File: src/sv/ojq_pkg.sv
// Shared types, codes and sizes for the ordered job queue.
package ojq_pkg;

  localparam int DEPTH       = 16;
  localparam int KEY_BITS    = 16;
  localparam int HANDLE_BITS = 32;
  localparam int CNT_W       = $clog2(DEPTH + 1);
  localparam int IDX_W       = $clog2(DEPTH);

  typedef logic [KEY_BITS-1:0]    key_t;
  typedef logic [HANDLE_BITS-1:0] handle_t;
  typedef logic [CNT_W-1:0]       count_t;
  typedef logic [IDX_W-1:0]       index_t;

  typedef enum logic [1:0] {
    KIND_INSERT       = 2'd0,
    KIND_REMOVE_FRONT = 2'd1,
    KIND_REMOVE_KEY   = 2'd2,
    KIND_NONE         = 2'd3
  } kind_t;

  typedef enum logic [1:0] {
    ST_OK   = 2'd0,
    ST_MISS = 2'd1,
    ST_FULL = 2'd2
  } status_t;

  typedef struct packed {
    logic    fire;
    logic    insert;
    logic    rm_front;
    logic    rm_key;
    key_t    key;
    handle_t handle;
  } cmd_t;

endpackage

File: src/sv/ojq_cell.sv
// One queue slot: holds an entry, matches it and shifts forward on removal.
module ojq_cell import ojq_pkg::*; (
  input  logic    clk,
  input  cmd_t    cmd,
  input  logic    occupied,
  input  logic    is_front,
  input  logic    write_here,
  input  logic    take_in,
  input  key_t    next_key,
  input  handle_t next_handle,
  output logic    take_out,
  output logic    sel,
  output key_t    key,
  output handle_t handle
);

  logic match;

  assign match = occupied && ((cmd.rm_key && (key == cmd.key)) || (cmd.rm_front && is_front));
  assign sel      = match && !take_in;
  assign take_out = take_in || match;

  always_ff @(posedge clk) begin
    if (cmd.fire) begin
      if (cmd.insert && write_here) begin
        key    <= cmd.key;
        handle <= cmd.handle;
      end else if (take_out) begin
        key    <= next_key;
        handle <= next_handle;
      end
    end
  end

endmodule

File: src/sv/ordered_job_queue_remove_by_key.sv
// Ordered job queue with insert at rear, front removal and keyed removal.
// Flow: the command register loads on acceptance, then the cell row acts and the output
// register loads. Throughput: one request per cycle while out_stall does not hold the
// output; the row of cells searches and closes the gap as the output register loads.
// Reset clears the count and the valid flags; stored entries are undefined until written.
module ordered_job_queue_remove_by_key import ojq_pkg::*; (
  input  logic        clk,
  input  logic        rst,
  input  logic        in_valid,
  output logic        in_stall,
  input  logic [1:0]  kind,
  input  logic [15:0] job_key,
  input  logic [31:0] payload_handle,
  output logic        out_valid,
  input  logic        out_stall,
  output logic [1:0]  status,
  output logic [15:0] out_key,
  output logic [31:0] out_handle,
  output logic [3:0]  out_position,
  output logic [4:0]  new_count
);

  logic    cmd_valid;
  kind_t   cmd_kind;
  key_t    cmd_key;
  handle_t cmd_handle;
  count_t  count;
  count_t  count_next;
  logic    exec;
  logic    insert_ok;
  logic    found;
  cmd_t    cmd;

  logic    [DEPTH-1:0] take;
  logic    [DEPTH-1:0] sel;
  key_t    cell_key    [DEPTH];
  handle_t cell_handle [DEPTH];

  key_t    pick_key;
  handle_t pick_handle;
  index_t  pick_pos;

  status_t     status_next;
  logic [15:0] out_key_next;
  logic [31:0] out_handle_next;
  logic [3:0]  out_position_next;

  assign exec     = cmd_valid && (!out_valid || !out_stall);
  assign in_stall = cmd_valid && !exec;

  always_ff @(posedge clk) begin
    if (rst) begin
      cmd_valid <= 1'b0;
    end else if (in_valid && !in_stall) begin
      cmd_valid <= 1'b1;
    end else if (exec) begin
      cmd_valid <= 1'b0;
    end
  end

  always_ff @(posedge clk) begin
    if (in_valid && !in_stall) begin
      cmd_kind   <= kind_t'(kind);
      cmd_key    <= KEY_BITS'(job_key);
      cmd_handle <= HANDLE_BITS'(payload_handle);
    end
  end

  assign insert_ok = (cmd_kind == KIND_INSERT) && (count != count_t'(DEPTH));

  always_comb begin
    cmd.fire     = exec;
    cmd.insert   = insert_ok;
    cmd.rm_front = (cmd_kind == KIND_REMOVE_FRONT);
    cmd.rm_key   = (cmd_kind == KIND_REMOVE_KEY);
    cmd.key      = cmd_key;
    cmd.handle   = cmd_handle;
  end

  for (genvar i = 0; i < DEPTH; i++) begin : g_cell
    logic    take_in;
    key_t    nk;
    handle_t nh;
    if (i == 0) begin : g_first
      assign take_in = 1'b0;
    end else begin : g_rest
      assign take_in = take[i-1];
    end
    if (i == DEPTH - 1) begin : g_last
      assign nk = cell_key[i];
      assign nh = cell_handle[i];
    end else begin : g_mid
      assign nk = cell_key[i+1];
      assign nh = cell_handle[i+1];
    end
    ojq_cell u_cell (
      .clk         (clk),
      .cmd         (cmd),
      .occupied    (count_t'(i) < count),
      .is_front    (i == 0),
      .write_here  (count == count_t'(i)),
      .take_in     (take_in),
      .next_key    (nk),
      .next_handle (nh),
      .take_out    (take[i]),
      .sel         (sel[i]),
      .key         (cell_key[i]),
      .handle      (cell_handle[i])
    );
  end

  assign found = take[DEPTH-1];

  always_comb begin
    pick_key    = '0;
    pick_handle = '0;
    pick_pos    = '0;
    for (int i = 0; i < DEPTH; i++) begin
      if (sel[i]) begin
        pick_key    = pick_key | cell_key[i];
        pick_handle = pick_handle | cell_handle[i];
        pick_pos    = pick_pos | index_t'(i);
      end
    end
  end

  always_comb begin
    count_next        = count;
    status_next       = ST_MISS;
    out_key_next      = '0;
    out_handle_next   = '0;
    out_position_next = '0;
    if (cmd_kind == KIND_INSERT) begin
      out_key_next = 16'(cmd_key);
      if (insert_ok) begin
        status_next       = ST_OK;
        out_position_next = 4'(count);
        count_next        = count + count_t'(1);
      end else begin
        status_next = ST_FULL;
      end
    end else if (found) begin
      status_next       = ST_OK;
      out_key_next      = 16'(pick_key);
      out_handle_next   = 32'(pick_handle);
      out_position_next = 4'(pick_pos);
      count_next        = count - count_t'(1);
    end
  end

  always_ff @(posedge clk) begin
    if (rst) begin
      count     <= '0;
      out_valid <= 1'b0;
    end else begin
      if (exec) begin
        count     <= count_next;
        out_valid <= 1'b1;
      end else if (!out_stall) begin
        out_valid <= 1'b0;
      end
    end
  end

  always_ff @(posedge clk) begin
    if (exec) begin
      status       <= status_next;
      out_key      <= out_key_next;
      out_handle   <= out_handle_next;
      out_position <= out_position_next;
      new_count    <= 5'(count_next);
    end
  end

endmodule
File: config.mk
export PLATFORM = sky130hd
export DESIGN_NAME = ordered_job_queue_remove_by_key
export DESIGN_NICKNAME = d
export VERILOG_FILES = /design/src/sv/ojq_pkg.sv /design/src/sv/ojq_cell.sv /design/src/sv/ordered_job_queue_remove_by_key.sv
export SDC_FILE = /design/constraint.sdc
export NUM_CORES = 2
export LEC_CHECK = 0
export BUFFER_PORTS_ARGS = -buffer_cell sky130_fd_sc_hd__buf_2
export CAP_MARGIN = 20
export CORE_MARGIN = 4
export CORE_UTILIZATION = 45
export CTS_CLUSTER_DIAMETER = 30
export CTS_CLUSTER_SIZE = 14
export DETAILED_ROUTE_END_ITERATION = 10
export GPL_TIMING_DRIVEN = 1
export HOLD_SLACK_MARGIN = 0.15
export SETUP_SLACK_MARGIN = 0.1
export SYNTH_ARGS = -nofsm -noshare
export SYNTH_HDL_FRONTEND = slang
export SYNTH_SLANG_ARGS = --single-unit
File: constraint.sdc
create_clock -name clk -period 6.4 [get_ports clk]
set_clock_uncertainty 0.05 [all_clocks]
set_input_delay 0 -clock clk [delete_from_list [all_inputs] [get_ports clk]]
set_output_delay 0 -clock clk [all_outputs]
set_load 0.1 [all_outputs]
After elaboration in Yosys (flattened, before gate mapping)

Index checks and enable logic that the tools add are counted.

Bits of input ports: 54
Logic and storage cells: 387
Flip-flop bits (word level): 884
Output and inout port bits: 61

Reductions and logical operators: 138
Eq/ne operators: 35
Add/sub/neg operators: 2
Bitwise logic cells: 31
$lt $le $gt $ge: 16
Mux-type cells: 122

Operators with widths:

| kind                | count |
|---|---|
| $mux 32             | 46 |
| $mux 16             | 48 |
| $or 32x32->32       | 15 |
| $eq 16x16->1        | 16 |
| $or 16x16->16       | 15 |
| $logic_and 1x1->1   | 67 |
| $mux 4              | 11 |
| $eq 5x4->1 const B  | 8 |
| $lt 4x5->1 const A  | 8 |
| $reduce_and 2->1    | 16 |
| $reduce_bool 2->1   | 16 |
| $eq 5x3->1 const B  | 4 |
| $lt 3x5->1 const A  | 4 |
| $logic_not 1->1     | 19 |
| $logic_or 1x1->1    | 17 |
| $mux 5              | 3 |
| $mux 3              | 4 |
| $eq 5x2->1 const B  | 2 |
| $lt 1x5->1 const A  | 2 |
| $lt 2x5->1 const A  | 2 |
| $mux 2              | 4 |
| $mux 1              | 6 |
| $add 5x1->5 const B | 1 |
| $eq 5x1->1 const B  | 1 |
| other kinds (9)     | 9 |

Logic depth before layout (Yosys ltp)

Depth after elaboration: 37
Depth in mapped cells: 15
Mapped depth without buffers: 10

Hierarchy

Synthesis repeated with hierarchy kept, for this count alone.

Cells, all modules: 2917
Area total of the unflattened synthesis: 44194.9 um2

Modules (own cells, without submodules):

| module                          | times used | sequential area each (um2) | area each (um2) | cells an instance |
|---|---|---|---|---|
| ojq_cell                        | 16         | 1441.4                     | 2233.4          | 131 |
| ordered_job_queue_remove_by_key | 1          | 3413.3                     | 8460.6          | 821 |

Worst setup path before layout

Ideal clock, no wire load.

Path kind: reg2reg
From: reg out_valid
To: reg g_cell[15].u_cell.handle[0], enable pin
Path slack: -391 ps
Stages on the path, launching flop included: 5
Library setup time: 590 ps
Data arrival time: 6152 ps
Cell sequence: dfxtp_1 > nand2_1 > nand2_1 > clkbuf_1 > nor4b_1

Longest elaborated chain between the ends: 4

Ends and longest elaborated chain:

| item                       | RTL line                               | text |
|---|---|---|
| start, declared            | ordered_job_queue_remove_by_key.sv:14  | `output logic out_valid,` |
| start signal, assigned     | ordered_job_queue_remove_by_key.sv:154 | `out_valid <= 1'b0;` |
| start signal, assigned     | ordered_job_queue_remove_by_key.sv:158 | `out_valid <= 1'b1;` |
| start signal, assigned     | ordered_job_queue_remove_by_key.sv:160 | `out_valid <= 1'b0;` |
| $logic_not 1->1            | ordered_job_queue_remove_by_key.sv:48  | `assign exec = cmd_valid && (!out_valid \|\| !out_stall);` |
| $logic_or 1x1->1           | ordered_job_queue_remove_by_key.sv:48  |  |
| $logic_and 1x1->1          | ordered_job_queue_remove_by_key.sv:48  |  |
| $reduce_and 2->1 (no line) | n/a                                    |  |
| end signal, assigned       | ojq_cell.sv:27                         | `handle <= cmd.handle;` |
| end signal, assigned       | ojq_cell.sv:30                         | `handle <= next_handle;` |
| end, declared              | ojq_cell.sv:14                         | `output handle_t handle` |

Every way passes these cells.
A chain may end at the register's enable or synchronous reset.

Worst setup path after layout

From: reg cmd_key[15]
To: reg out_handle[0], data pin

Longest elaborated chain between the ends: 35
Elaborated cells on any way between the ends: 127
Classes of those cells: eq/ne: 16; mux: 16; bitwise: 16; reduce/logical: 79

Ends and longest elaborated chain:

| item                                               | RTL line                                               | text |
|---|---|---|
| start, declared                                    | ordered_job_queue_remove_by_key.sv:25                  | `key_t cmd_key;` |
| start signal, assigned                             | ordered_job_queue_remove_by_key.sv:64                  | `cmd_key <= KEY_BITS'(job_key);` |
| $eq 16x16->1                                       | ojq_cell.sv:19                                         | `assign match = occupied && ((cmd.rm_key && (key == cmd.key)) \|\| (cmd.rm_front && is_front));` |
| $logic_and 1x1->1                                  | ojq_cell.sv:19                                         |  |
| $logic_or 1x1->1                                   | ojq_cell.sv:19                                         |  |
| $logic_and 1x1->1                                  | ojq_cell.sv:19                                         |  |
| $mux 32 or $logic_not 1->1 (tied branches)         | ordered_job_queue_remove_by_key.sv:119, ojq_cell.sv:20 |  |
| $or 32x32->32 or $logic_and 1x1->1 (tied branches) | ordered_job_queue_remove_by_key.sv:121, ojq_cell.sv:20 |  |
| $mux 32                                            | ordered_job_queue_remove_by_key.sv:119                 | `if (sel[i]) begin` |
| $or 32x32->32                                      | ordered_job_queue_remove_by_key.sv:121                 | `pick_handle = pick_handle \| cell_handle[i];` |
| [19 not listed]                                    | n/a                                                    |  |
| $or 32x32->32                                      | ordered_job_queue_remove_by_key.sv:121                 |  |
| $mux 32                                            | ordered_job_queue_remove_by_key.sv:119                 |  |
| $or 32x32->32                                      | ordered_job_queue_remove_by_key.sv:121                 |  |
| $mux 32                                            | ordered_job_queue_remove_by_key.sv:119                 |  |
| $or 32x32->32                                      | ordered_job_queue_remove_by_key.sv:121                 |  |
| $mux 32                                            | ordered_job_queue_remove_by_key.sv:119                 |  |
| $or 32x32->32                                      | ordered_job_queue_remove_by_key.sv:121                 |  |
| $mux 32                                            | ordered_job_queue_remove_by_key.sv:119                 |  |
| end signal, assigned                               | ordered_job_queue_remove_by_key.sv:169                 | `out_handle <= out_handle_next;` |
| end, declared                                      | ordered_job_queue_remove_by_key.sv:18                  | `output logic [31:0] out_handle,` |

Several ways; a longest one is shown, not always the timed one.

==> results.py <==
metrics = {
    "synthesis": {
        "synth_seq_area_share_pct": 59.8,
        "post_synth_inst_count": 3132,
        "synthesized_netlist_net_count": 3192,
        "ys.flop_type": "sky130_fd_sc_hd__edfxtp_1",
        "syn-cell-area_mm2": 0.0443,
        "count_of_flip_flops_with_a_built_in_enable_after_synthesis": 877,
        "yosys.cell_types.count": 65,
        "yosysWarnings": 0,
        "fraction_of_registers_with_async_set_or_reset_after_synthesis_pct": 0,
        "ys_seq_elements": 884,
        "syn-mean-instance-area_um2": 14.1,
    },
    "global_routing": {
        "track_usage_pct": 28.6,
        "globalRoute.totalOverflow": 0,
        "first_pass_grt_wire_length_um": 216000,
        "first_global_vias": 31100,
        "grt_start_max_net_pins": 67,
        "antenna_found_initial": 5,
    },
    "cts": {
        "cts_root_buf": "sky130_fd_sc_hd__clkbuf_16",
        "clock_sinks": 884,
        "tritoncts": "done",
        "numCtsBuffers": 203,
        "post_cts.resized_instances": 0,
        "cts.path.max_buffers": 3,
        "postCtsSetupBuffers": 0,
        "cts_max_level": 4,
        "clock_insertion_delay_worst_skew_ns": 0.79,
        "clk_transition_reported_paths_ns": 0.04,
    },
    "sta": {
        "rsz0062_at_grt": "no",
        "setup_tns_ns": 0,
        "upper_clock_frequency_limit_ghz": 0.180,
        "hold_violations": 0,
        "max_slew.worst_pin.slew_ns": 1.27,
        "post-route-period-util_pct": 86.9,
        "finalSetupViolations": 0,
        "timing_max_transition_violations_final": 0,
        "min_period_ns": 5.56,
        "worst_slew_margin_rel_pct": 15.0,
    },
    "critical_path": {
        "critical_path.startpoint_type": "flip-flop",
        "critPathRequiredTime_ns": 6.87,
        "cpMaxStageDelayCell": "sky130_fd_sc_hd__edfxtp_1",
        "critPathKind": "flip-flop to flip-flop",
        "timing.critical_path.cells": "buf_4, xor2_1, nor4_1, nand3_1, a2111oi_0, or3_1, or4b_1, nor4b_4, and2b_2, buf_4, a211o_1",
        "cpMostUsedCell": "sky130_fd_sc_hd__buf_4",
        "maximum_fanout_along_the_worst_path": 27,
        "end_kind": "flip-flop",
        "timing.rr.end": "out_handle[0]$_SDFFCE_PP0P_",
        "timing.reg2reg.worst_path_depth": 11,
        "max_stage_delay_ns": 0.88,
        "timing.critical_path.from": "cmd_key[15]$_DFFE_PP_",
        "critical_path.top_delay_family": "simple AND/OR/NAND/NOR gates",
        "critical_path.reg2reg.startpoint": "cmd_key[15]$_DFFE_PP_",
        "worstPathBufferInverterCount": 2,
        "setup.reg_to_reg.worst_slack_ns": 0.84,
        "worst-endpoint-arrival_ns": 6.03,
    },
    "pwr": {
        "report.power.total_mw": 17.8,
        "cell_leakage_power_nw": 19.3,
        "cellPowerDensity_mw_per_mm2": 325,
        "ir_drop_mv": 0.216,
    },
    "placement": {
        "io_buffers": 114,
        "dpl.hpwl_um": 88500,
        "routabilityCongestion": 0.962,
    },
    "die": {
        "initial_core_util_pct": 45.6,
        "number_of_ports_placed_on_the_die_boundary": 115,
        "chipWidth_um": 322,
        "std_cell_rows": 114,
        "fp.dieArea_mm2": 0.104,
        "floorplan.core_area_mm2": 0.0971,
        "chipHeight_um": 322,
    },
    "routing": {
        "drc_errors": 0,
        "post_drt_wl_per_cell_um": 31.0,
        "drt_pre_antenna_iters": 6,
        "drt_iter0_markers": 3586,
        "drt_wl_total_um": 149000,
        "dr_total_vias": 30400,
        "route.detailed.vias_per_inst": 6.30,
        "ant_nets": 0,
    },
    "cells_and_area": {
        "layout-area-overhead-vs-synth_pct": 23.4,
        "mostFrequentLayoutCells": "877 x sky130_fd_sc_hd__edfxtp_1, 720 x sky130_fd_sc_hd__mux2_2, 204 x sky130_fd_sc_hd__clkbuf_16",
        "design.final.nets": 3430,
        "antenna-diode-count": 0,
        "fillCellCount": 7676,
        "drive_gt1_share_pct": 37.2,
        "layout_commonest_cell": "sky130_fd_sc_hd__edfxtp_1",
    },
    "outcome": {
        "outcome": "completed",
    },
    "min_path": {
        "hold-path-cell-count": 3,
        "path_category_of_the_worst_min_delay_check": "input pin to flip-flop",
        "worstHoldStart": "payload_handle[12]",
        "hold_path_end": "cmd_handle[12]$_DFFE_PP_",
    },
    "job": {
        "drv.max_cap_violation_count": 0,
    },
}
==> power breakdown <==
| part | internal [mW] | total (mW) | switching (mW) |
|---|---|---|---|
| Combinational | 0.260 | 0.782 | 0.521 |
| Sequential | 6.44 | 6.57 | 0.128 |
| Clock | 7.04 | 10.4 | 3.39 |
| Total | 13.7 | 17.8 | 4.04 |
==> Yosys cell counts, types with 48 or more instances <==
cell	n	area share [%]
sky130_fd_sc_hd__inv_1	54	0.46
sky130_fd_sc_hd__o21ai_0	69	0.78
sky130_fd_sc_hd__edfxtp_1	877	59
sky130_fd_sc_hd__a22oi_1	142	2.4
sky130_fd_sc_hd__xor2_1	147	2.9
sky130_fd_sc_hd__a21oi_1	66	0.75
sky130_fd_sc_hd__buf_1	54	0.46
sky130_fd_sc_hd__xnor2_1	112	2.2
sky130_fd_sc_hd__nor2_1	63	0.53
sky130_fd_sc_hd__a221oi_1	112	2.2
sky130_fd_sc_hd__clkbuf_1	180	1.5
sky130_fd_sc_hd__nand2_1	148	1.3
sky130_fd_sc_hd__mux2_2	720	18
sky130_fd_sc_hd__a22o_1	48	0.95
==> cell families (layout without fill, tap and decap cells) <==
group	Yosys count	in the layout	synth area share, %
AND/OR/NAND/NOR	383	383	4.31
buffers and inverters	345	758	3.24
AO/OA/AOI/OAI	533	533	9.03
flip-flops	884	884	59.8
XOR/XNOR	259	259	5.12
multiplexers	722	722	18.4
adder cells (fa/ha/maj)	6	6	0.169
==> worst register-to-register path: cells and delay by family (launching register included) <==
| kind | cells | cell delay (ns) |
|---|---|---|
| xor+xnor | 1 | 0.09 |
| buf+inv | 2 | 0.72 |
| simple gates | 6 | 2.39 |
| compound gates | 2 | 1.18 |
| flops | 1 | 0.88 |
==> through the flow <==
stage	util, %	std cells	hold slack (ns)	cell area [um^2]	setup slack, ns
2_1_floorplan	-	3132	0.0489	44300	0.845
3_3_place_gp	47.9	4326	0.126	46500	1.20
3_5_place_dp	47.9	4329	0.128	46600	1.12
4_1_cts	56.2	4819	0.367	54600	1.05
5_1_grt	56.3	4821	0.415	54700	0.652
6_report	56.3	4821	0.412	54700	0.838
==> flip-flops by register name (all words and copies together) (netlist names) <==
register and cells:
cmd_valid 1, g_cell.u_cell.handle 512, count 5, out_handle 32, g_cell.u_cell.key 256, cmd_handle 32, out_position 4, new_count 5
cmd_key 16, status 2, cmd_kind 2, out_valid 1, out_key 16
==> routing by layer <==
metal / up-vias / share of wire (%) / global-route usage [%]
met5: - / 0 / 0
met2: 1651 / 47 / 45.6
met1: 15500 / 40 / 37.8
li1: 12800 / - / -
met4: 0 / 4.6 / 13.2
met3: 371 / 8.6 / 5.87
==> worst max-delay path by stage <==
stage / end / depth (start not counted)
after global routing: out_handle[0]$_SDFFCE_PP0P_ / 11
after global placement: out_position[2]$_DFFE_PP_ / 12
after detailed placement: out_handle[1]$_SDFFCE_PP0P_ / 11
after floorplan: g_cell[9].u_cell.handle[0]$_DFFE_PP_ / 11
after CTS: out_handle[1]$_SDFFCE_PP0P_ / 11
final: out_handle[0]$_SDFFCE_PP0P_ / 11
==> repair_timing <==
item | 4_1_cts | 5_1_grt
setup endpoints to repair | 0 | 0
hold endpoints to repair | 70 | 0
hold buffers | 110 | 0
==> cell type report <==
class / count / area [um^2] / share of cell area (%)
inverter: 56 / 213 / 0.389
clock buffer: 233 / 5230 / 9.58
timing repair buffer: 322 / 2580 / 4.73
sequential: 884 / 26500 / 48.4
tap: 1276 / 1600 / 2.92
multi-input combinational: 1903 / 16800 / 30.8
clock inverter: 147 / 1720 / 3.15
(Power assumes the default switching activity.)
